--- src/rtl/assert_macros.svh ---
// Assertion macros used by the RTL of the lock engage sequencer.
`ifndef ASSERT_MACROS_SVH
`define ASSERT_MACROS_SVH

// Property checked at every rising clock edge outside reset.
`define LES_ASSERT(lbl, prop, msg) \
  lbl: assert property (@(posedge clk_i) disable iff (!rst_ni) (prop)) else $error(msg);

// Implication whose consequent is checked in the cycle after the antecedent.
`define LES_ASSERT_NEXT(lbl, ante, cons, msg) \
  lbl: assert property (@(posedge clk_i) disable iff (!rst_ni) (ante) |=> (cons)) \
    else $error(msg);

`endif

--- src/rtl/les_pkg.sv ---
// Types and constants for the lock engage sequencer.
package les_pkg;

  // Position width of the signed Q8.16 turns format.
  localparam int unsigned PosW = 24;

  // Lock phases.
  typedef enum logic [3:0] {
    PH_UNHOMED   = 4'd0,
    PH_RELEASED  = 4'd1,
    PH_ENGAGED   = 4'd2,
    PH_WANT_ENG  = 4'd3,
    PH_WANT_REL  = 4'd4,
    PH_PRE_ENG   = 4'd5,
    PH_PRE_REL   = 4'd6,
    PH_ENGAGING  = 4'd7,
    PH_STEPBACK  = 4'd8,
    PH_RELEASING = 4'd9
  } phase_e;

  // Motor speed direction.
  typedef enum logic [1:0] {
    SPD_STOP = 2'd0,
    SPD_ENG  = 2'd1,
    SPD_REL  = 2'd2
  } speed_e;

  // Request action codes.
  typedef enum logic [1:0] {
    ACT_TICK    = 2'd0,
    ACT_HOMED   = 2'd1,
    ACT_ENGAGE  = 2'd2,
    ACT_RELEASE = 2'd3
  } action_e;

  // Configuration register indexes.
  typedef enum logic [2:0] {
    CFG_WAIT_CYCLES   = 3'd0,
    CFG_STOPPED_SPEED = 3'd1,
    CFG_TRIES_STOPPED = 3'd2,
    CFG_TRIES_MOVING  = 3'd3,
    CFG_STALL_LIMIT   = 3'd4,
    CFG_ENGAGED_LIMIT = 3'd5,
    CFG_RELEASE_LIMIT = 3'd6
  } cfg_idx_e;

  // Reset values.
  localparam logic [7:0]  WaitCyclesRst    = 8'd20;
  localparam logic [13:0] StoppedSpeedRst  = 14'd50;
  localparam logic [2:0]  TriesStoppedRst  = 3'd3;
  localparam logic [2:0]  TriesMovingRst   = 3'd5;
  localparam logic [7:0]  StallLimitRst    = 8'd10;
  localparam logic signed [PosW-1:0] EngagedLimitRst  = 24'sd0;
  localparam logic signed [PosW-1:0] ReleaseLimitRst  = -24'sd32768;
  localparam logic [7:0]  WaitCountRst     = 8'd20;
  localparam logic [7:0]  StallCountMax    = 8'hFF;

  // One control tick request.
  typedef struct packed {
    logic [1:0]             action;
    logic [13:0]            gear_speed;
    logic signed [PosW-1:0] measured_position;
  } les_req_t;

  // One result per tick.
  typedef struct packed {
    logic [3:0] phase;
    logic [1:0] speed_command;
    logic       motor_active;
    logic       lamp_on;
    logic [2:0] tries_rem;
  } les_res_t;

endpackage

--- src/rtl/lock_engage_sequencer_core.sv ---
// Lock engage sequencer: tick input register, phase machine, result register.
//
// Usage:
// - Input channel (in_valid_i / in_stall_o / in_req_i): one request per control
//   tick, carrying the action, the gear speed and the measured actuator position.
// - Output channel (out_valid_o / out_stall_i / out_res_o): exactly one result
//   per request, in order: phase, speed command, motor enable, lamp, tries left.
// - Configuration: cfg_we_i writes cfg_data_i into register cfg_index_i;
//   indexes past the last register are ignored. Write only while idle.
// Timing:
// - A request accepted into the input register is evaluated against the lock
//   state as it moves into the result register, and its result is on the
//   output from then on until the receiver takes it.
// - One request per cycle is sustained while the receiver does not stall; the
//   phase machine and the stall and wait counters follow the input register.
// - When the receiver stalls, the result register holds; the input register
//   holds too and the input stalls only once both registers are occupied.
// Reset: state goes to unhomed with the motor idle, lamp off, counters cleared,
// wait count twenty and all configuration registers at their defaults.
`include "assert_macros.svh"

module lock_engage_sequencer_core
  import les_pkg::*;
(
  input  logic     clk_i,
  input  logic     rst_ni,
  input  logic     in_valid_i,
  output logic     in_stall_o,
  input  les_req_t in_req_i,
  output logic     out_valid_o,
  input  logic     out_stall_i,
  output les_res_t out_res_o,
  input  logic     cfg_we_i,
  input  logic [2:0]  cfg_index_i,
  input  logic [PosW-1:0] cfg_data_i
);

  // Configuration registers.
  logic [7:0]             cfg_wait_q;
  logic [13:0]            cfg_stop_spd_q;
  logic [2:0]             cfg_tries_stop_q;
  logic [2:0]             cfg_tries_move_q;
  logic [7:0]             cfg_stall_lim_q;
  logic signed [PosW-1:0] cfg_eng_lim_q;
  logic signed [PosW-1:0] cfg_rel_lim_q;

  // Pipeline registers.
  logic     s1_valid_q;
  les_req_t s1_req_q;
  logic     out_valid_q;
  les_res_t out_res_q;
  les_res_t out_res_d;
  logic     fire;

  // Lock state.
  phase_e                 phase_q, phase_d, phase_act;
  logic signed [PosW-1:0] last_pos_q;
  logic [7:0]             wait_q, wait_d;
  logic [7:0]             stall_q, stall_d, stall_trk;
  logic [2:0]             tries_q, tries_d;
  speed_e                 speed_q, speed_d;
  logic                   motor_q, motor_d;
  logic                   lamp_q, lamp_d;
  logic                   stall_hit;
  logic signed [PosW-1:0] pos;

  // Configuration writes.
  always_ff @(posedge clk_i or negedge rst_ni) begin
    if (!rst_ni) begin
      cfg_wait_q       <= WaitCyclesRst;
      cfg_stop_spd_q   <= StoppedSpeedRst;
      cfg_tries_stop_q <= TriesStoppedRst;
      cfg_tries_move_q <= TriesMovingRst;
      cfg_stall_lim_q  <= StallLimitRst;
      cfg_eng_lim_q    <= EngagedLimitRst;
      cfg_rel_lim_q    <= ReleaseLimitRst;
    end else if (cfg_we_i) begin
      unique case (cfg_idx_e'(cfg_index_i))
        CFG_WAIT_CYCLES:   cfg_wait_q       <= cfg_data_i[7:0];
        CFG_STOPPED_SPEED: cfg_stop_spd_q   <= cfg_data_i[13:0];
        CFG_TRIES_STOPPED: cfg_tries_stop_q <= cfg_data_i[2:0];
        CFG_TRIES_MOVING:  cfg_tries_move_q <= cfg_data_i[2:0];
        CFG_STALL_LIMIT:   cfg_stall_lim_q  <= cfg_data_i[7:0];
        CFG_ENGAGED_LIMIT: cfg_eng_lim_q    <= cfg_data_i;
        CFG_RELEASE_LIMIT: cfg_rel_lim_q    <= cfg_data_i;
        default: ;
      endcase
    end
  end

  // Handshake: the input register advances whenever the result register is free.
  assign fire        = s1_valid_q && (!out_valid_q || !out_stall_i);
  assign in_stall_o  = s1_valid_q && !fire;
  assign out_valid_o = out_valid_q;
  assign out_res_o   = out_res_q;

  // Input register valid.
  always_ff @(posedge clk_i or negedge rst_ni) begin
    if (!rst_ni) begin
      s1_valid_q <= 1'b0;
    end else if (!in_stall_o) begin
      s1_valid_q <= in_valid_i;
    end
  end

  // Input register payload.
  always_ff @(posedge clk_i) begin
    if (in_valid_i && !in_stall_o) begin
      s1_req_q <= in_req_i;
    end
  end

  assign pos = s1_req_q.measured_position;

  // Phase after the request's action is applied.
  always_comb begin
    phase_act = phase_q;
    unique case (action_e'(s1_req_q.action))
      ACT_HOMED: begin
        if (phase_q == PH_UNHOMED) phase_act = PH_RELEASED;
      end
      ACT_ENGAGE: begin
        if (phase_q == PH_RELEASED) phase_act = PH_WANT_ENG;
      end
      ACT_RELEASE: begin
        if (phase_q == PH_ENGAGED || phase_q == PH_WANT_ENG || phase_q == PH_PRE_ENG ||
            phase_q == PH_ENGAGING || phase_q == PH_STEPBACK) begin
          phase_act = PH_WANT_REL;
        end
      end
      default: ;
    endcase
  end

  // Stall tracking: saturating count of ticks with an unchanged position.
  always_comb begin
    if (pos == last_pos_q) begin
      stall_trk = (stall_q == StallCountMax) ? stall_q : stall_q + 8'd1;
    end else begin
      stall_trk = '0;
    end
    stall_hit = stall_trk > cfg_stall_lim_q;
  end

  // Next state of the phase machine.
  always_comb begin
    phase_d = phase_act;
    wait_d  = wait_q;
    stall_d = stall_q;
    tries_d = tries_q;
    speed_d = speed_q;
    motor_d = motor_q;
    lamp_d  = lamp_q;
    // Homing completion leaves the motor idle.
    if (phase_q == PH_UNHOMED && phase_act == PH_RELEASED) begin
      speed_d = SPD_STOP;
      motor_d = 1'b0;
    end
    unique case (phase_act) inside
      PH_WANT_ENG: begin
        tries_d = (s1_req_q.gear_speed < cfg_stop_spd_q) ? cfg_tries_stop_q
                                                          : cfg_tries_move_q;
        if (tries_d != 3'd0) begin
          wait_d  = cfg_wait_q;
          phase_d = PH_PRE_ENG;
        end else begin
          phase_d = PH_WANT_REL;
        end
      end
      PH_WANT_REL: begin
        wait_d  = cfg_wait_q;
        speed_d = SPD_REL;
        motor_d = 1'b1;
        phase_d = PH_PRE_REL;
      end
      PH_PRE_ENG, PH_PRE_REL: begin
        speed_d = (phase_act == PH_PRE_ENG) ? SPD_ENG : SPD_REL;
        motor_d = 1'b1;
        if (wait_q == 8'd0) begin
          phase_d = (phase_act == PH_PRE_ENG) ? PH_ENGAGING : PH_RELEASING;
        end else begin
          wait_d = wait_q - 8'd1;
        end
      end
      PH_ENGAGING: begin
        stall_d = stall_trk;
        if (stall_hit) begin
          stall_d = '0;
          if (pos <= cfg_eng_lim_q) begin
            speed_d = SPD_STOP;
            motor_d = 1'b0;
            lamp_d  = 1'b1;
            phase_d = PH_ENGAGED;
          end else begin
            speed_d = SPD_REL;
            motor_d = 1'b1;
            wait_d  = cfg_wait_q;
            if (tries_q > 3'd1) begin
              tries_d = tries_q - 3'd1;
              phase_d = PH_STEPBACK;
            end else begin
              phase_d = PH_PRE_REL;
            end
          end
        end
      end
      PH_STEPBACK: begin
        if (wait_q == 8'd0) begin
          wait_d  = cfg_wait_q;
          speed_d = SPD_ENG;
          motor_d = 1'b1;
          phase_d = PH_PRE_ENG;
        end else begin
          wait_d = wait_q - 8'd1;
        end
      end
      PH_RELEASING: begin
        stall_d = stall_trk;
        if (stall_hit && pos > cfg_rel_lim_q) begin
          stall_d = '0;
          speed_d = SPD_STOP;
          motor_d = 1'b0;
          lamp_d  = 1'b0;
          phase_d = PH_RELEASED;
        end
      end
      default: ;
    endcase
  end

  // Result fields for this tick.
  always_comb begin
    out_res_d.phase         = phase_d;
    out_res_d.speed_command = speed_d;
    out_res_d.motor_active  = motor_d;
    out_res_d.lamp_on       = lamp_d;
    out_res_d.tries_rem     = tries_d;
  end

  // Lock state registers.
  always_ff @(posedge clk_i or negedge rst_ni) begin
    if (!rst_ni) begin
      phase_q    <= PH_UNHOMED;
      last_pos_q <= '0;
      wait_q     <= WaitCountRst;
      stall_q    <= '0;
      tries_q    <= '0;
      speed_q    <= SPD_STOP;
      motor_q    <= 1'b0;
      lamp_q     <= 1'b0;
    end else if (fire) begin
      phase_q    <= phase_d;
      last_pos_q <= pos;
      wait_q     <= wait_d;
      stall_q    <= stall_d;
      tries_q    <= tries_d;
      speed_q    <= speed_d;
      motor_q    <= motor_d;
      lamp_q     <= lamp_d;
    end
  end

  // Result register valid.
  always_ff @(posedge clk_i or negedge rst_ni) begin
    if (!rst_ni) begin
      out_valid_q <= 1'b0;
    end else if (fire) begin
      out_valid_q <= 1'b1;
    end else if (!out_stall_i) begin
      out_valid_q <= 1'b0;
    end
  end

  // Result register payload.
  always_ff @(posedge clk_i) begin
    if (fire) begin
      out_res_q <= out_res_d;
    end
  end

  // The motor is enabled exactly when a drive direction is commanded.
  `LES_ASSERT(a_motor_speed, motor_q == (speed_q != SPD_STOP), "motor and speed disagree")
  // The lamp is never lit in the unhomed or released phases.
  `LES_ASSERT(a_lamp_phase, !lamp_q || phase_q > PH_RELEASED, "lamp lit while released")
  // A request held in the input register is not lost while the output stalls.
  `LES_ASSERT_NEXT(a_s1_hold, in_stall_o, s1_valid_q && $stable(s1_req_q), "request dropped")

endmodule

--- config.mk ---
export PLATFORM = sky130hd
export DESIGN_NAME = lock_engage_sequencer_core
export DESIGN_NICKNAME = d
export VERILOG_FILES = /design/src/rtl/les_pkg.sv /design/src/rtl/lock_engage_sequencer_core.sv
export VERILOG_INCLUDE_DIRS = /design/src /design/src/rtl
export SDC_FILE = /design/constraint.sdc
export NUM_CORES = 1
export LEC_CHECK = 0
export BUFFER_PORTS_ARGS = -buffer_cell sky130_fd_sc_hd__buf_2
export CAP_MARGIN = 20
export CORE_AREA = 3 3 181 130
export CTS_CLUSTER_DIAMETER = 60
export DETAILED_ROUTE_END_ITERATION = 10
export DIE_AREA = 0 0 184 133
export HOLD_SLACK_MARGIN = 0.12
export PLACE_DENSITY = 0.63
export REMOVE_ABC_BUFFERS = 1
export SETUP_SLACK_MARGIN = 0.02
export SYNTH_ARGS = -nofsm -noshare
export SYNTH_HDL_FRONTEND = slang
export SYNTH_SLANG_ARGS = --single-unit
--- constraint.sdc ---
create_clock -name clk_i -period 3.81 [get_ports clk_i]
set_clock_uncertainty 0.05 [all_clocks]
set_input_delay 0.381 -clock clk_i [delete_from_list [all_inputs] [get_ports clk_i]]
set_output_delay 0.381 -clock clk_i [all_outputs]
set_load 0.005 [all_outputs]
==> impl_metrics.toml <==
[status]
outcome = "completed"

[sta]
slew_violations = 0
worst_pin_slew_ps = 1080
period_minus_slack_ps = 3590
rsz0062_at_grt = "no"
setup_tns_ps = 0
min_period_over_period = 0.942
fmax_mhz = 279
slew_headroom = 0.277
hold_viol_final = 0
setup_violations = 0

[floorplan]
ioPinCount = 85
die_x_um = 184
die-area_mm2 = 0.0245
num_rows = 45
die_y_um = 133
start_util = 0.461
core_mm2 = 0.0217

[clock_tree]
insertion_delay_ps = 450
clk_pin_slew_worst_paths_ps = 70
cts_buffers = 17
clk_path_buf_depth = 2
cts-root-buf = "clkbuf_16"
numClockSinks = 188
cts_tree = "yes"
ctsHtreeMaxLevel = 4

[routing]
drc = 0
num_vias = 7539
drt_iter0_drc = 676
routed_wl_mm = 24.6
vias_per_cell = 5.35
drt_pre_antenna_iters = 5
ant_nets = 0
wl_per_cell_um = 17.4

[critical_path]
arrival_ps = 3890
required_ps = 4110
r2r-start = "pos[6]"
crit_path_max_fanout = 11
r2r_slack_ps = 220
cp-end-kind = "flip-flop"
ff2ff_path_depth = 17
startpoint_type = "flip-flop"
reg2reg_to = "wait_q[3]"
critPathKind = "flip-flop to flip-flop"

[worst_hold_path]
min_from = "cfg_data_i[10]"
min_path_cells = 3
hold_end = "cfg_stop_spd_q[10]"
hold_class = "input pin to flip-flop"

[yosys]
ys_top_cells_by_count = "nand2_1, dfrtp_1, inv_1, ha_1, mux2_2"
yosys.area_share.xor_xnor = 0.0236
synth.area.mux_share = 0.0833
synth_area_mm2 = 0.0100
yosysTopAreaCell = "dfrtp_1"
yosysUniqueCellTypes = 72
ys_ff_latch = 188
synth_top_area_frac = 0.287
synth_area_leaders = "dfrtp_1, edfxtp_1, ha_1, mux2_2, nand2_1"
seq_area_frac_synth = 0.498
synth_simple_gate_area_frac = 0.144
yosysWarningCount = 0
avgSynthCellArea_um2 = 10.3
netlist_instances = 969
synth_top_family_by_area = "simple AND/OR/NAND/NOR gates"
ys.flop_type = "dfrtp_1"
async_reset_ff_frac = 0.729
synth_edf_count = 51
synth_adder_area_share = 0.0899
synth_compound_area_frac = 0.117
synthMostInstantiatedCell = "nand2_1"

[placement]
gp_congestion = 0.870
io_buffers = 84
hpwl_mm = 17.3
placed_cells = 1325

[power_and_ir_drop]
p_leak_uw = 0.00541
p_per_area_mw_per_mm2 = 553
total_power_uw = 6660
peakVddDrop_mv = 0.357

[job]
max_cap_viol_count = 0

[global_routing]
grt.overflow.total = 0
grt_pass1_vias = 7450
antenna_found_initial = 0
grt_use_total = 0.207
grt_pass1_wl_mm = 39.9
grt_max_degree = 76

[final_layout]
final_nets = 1257
final_cells = 1409
drive_gt1_frac = 0.229
fill_cells = 1885
fin_util = 0.554
syn_to_final_growth_pct = 20.2
## area by class of cell
class                           instances  area [µm²]  area share
Antenna cell                            1        2.50    0.000208
Multi-Input combinational cell        666        4650       0.386
Clock buffer                           22         518      0.0430
Timing Repair Buffer                  158        1130      0.0939
Tap cell                              282         353      0.0293
Sequential cell                       188        4990       0.414
Inverter                               82         308      0.0256
Clock inverter                         10         100     0.00831
## metrics by stage
stage	cell area (µm²)	worst slack (ps)	hold slack, ps
4_1_cts	11900	80.8	122
3_5_place_dp	10900	97.6	407
3_3_place_gp	10900	195	403
2_1_floorplan	9880	472	35.4
5_1_grt	12000	24.4	128
6_report	12000	222	137
## cells by family after synthesis
family,Yosys count
mux,75
compound gates,184
flops,188
xor+xnor,27
buf+inv,115
simple gates,308
fa+ha+maj,72
## worst max path at each step
stage / startpoint / end / slack, ps / depth (start not counted)
after floorplan: pos[8] / wait_q[1] / 470 / 12
after global placement: pos[15] / out_res_o[7] / 190 / 14
after detailed placement: pos[15] / wait_q[3] / 100 / 14
after CTS: pos[9] / wait_q[3] / 80 / 16
after global routing: pos[6] / wait_q[3] / 20 / 16
final: pos[6] / wait_q[3] / 220 / 17
## where the power goes
part | leakage [µW] | switching, µW | internal [µW]
Clock | 0.000302 | 811 | 1040
Combinational | 0.00300 | 1070 | 871
Sequential | 0.00211 | 330 | 2530
## sequential cells by signal, indices dropped and copies added (netlist names), 2 cells and up
name / count
phase_q: 4
tries_q: 3
last_pos_q: 24
cfg_stop_spd_q: 14
cfg_wait_q: 8
cfg_tries_move_q: 3
s1_req_q: 16
speed_q: 2
stall_q: 8
cfg_eng_lim_q: 24
cfg_stall_lim_q: 8
wait_q: 8
out_res_o: 11
cfg_tries_stop_q: 3
cfg_rel_lim_q: 24
pos: 24
## repair_timing
item | 4_1_cts | 5_1_grt
resized for setup | 0 | 13
hold buffers | 48 | 0
buffers inserted | 0 | 2
endpoints found under the setup margin | 0 | 31
hold endpoints to repair | 107 | 0
## per-layer routing
layer	wire, µm	vias up	track usage
met5	0	-	0
met1	13000	3594	0.332
met3	1450	17	0.0497
met4	280	0	0.0512
li1	-	3707	-
met2	9850	221	0.278
## worst max-delay path, cell delays in order, from the launching register on
cell      delay, ps
edfxtp_1        420
xnor2_1         220
nand4_1         140
nor4_1          300
buf_4           160
nand3_1          60
buf_4           180
nor2_1          160
ha_1            270
nor2b_1         140
o211ai_1        180
a21oi_2         110
o211a_1         210
o21a_1          170
o211ai_4        300
buf_6           190
a21oi_1          50
o22ai_1         180
## layout by cell type (no fill, tap or decap), drive strengths merged, types with 8 or more instances in the layout
master       instances
a31oi               11
o21ai               60
inv                 84
mux2                67
nor3                18
nor2b               10
xor2                10
clkbuf              22
nand3               21
mux2i                8
edfxtp              51
dfstp               22
dfrtp              115
ha                  72
dlygate4sd3         48
nand4               17
nor2                45
buf                110
nand2              155
a21oi               52
xnor2               17
No activity file was read; power rests on OpenSTA's default activity.
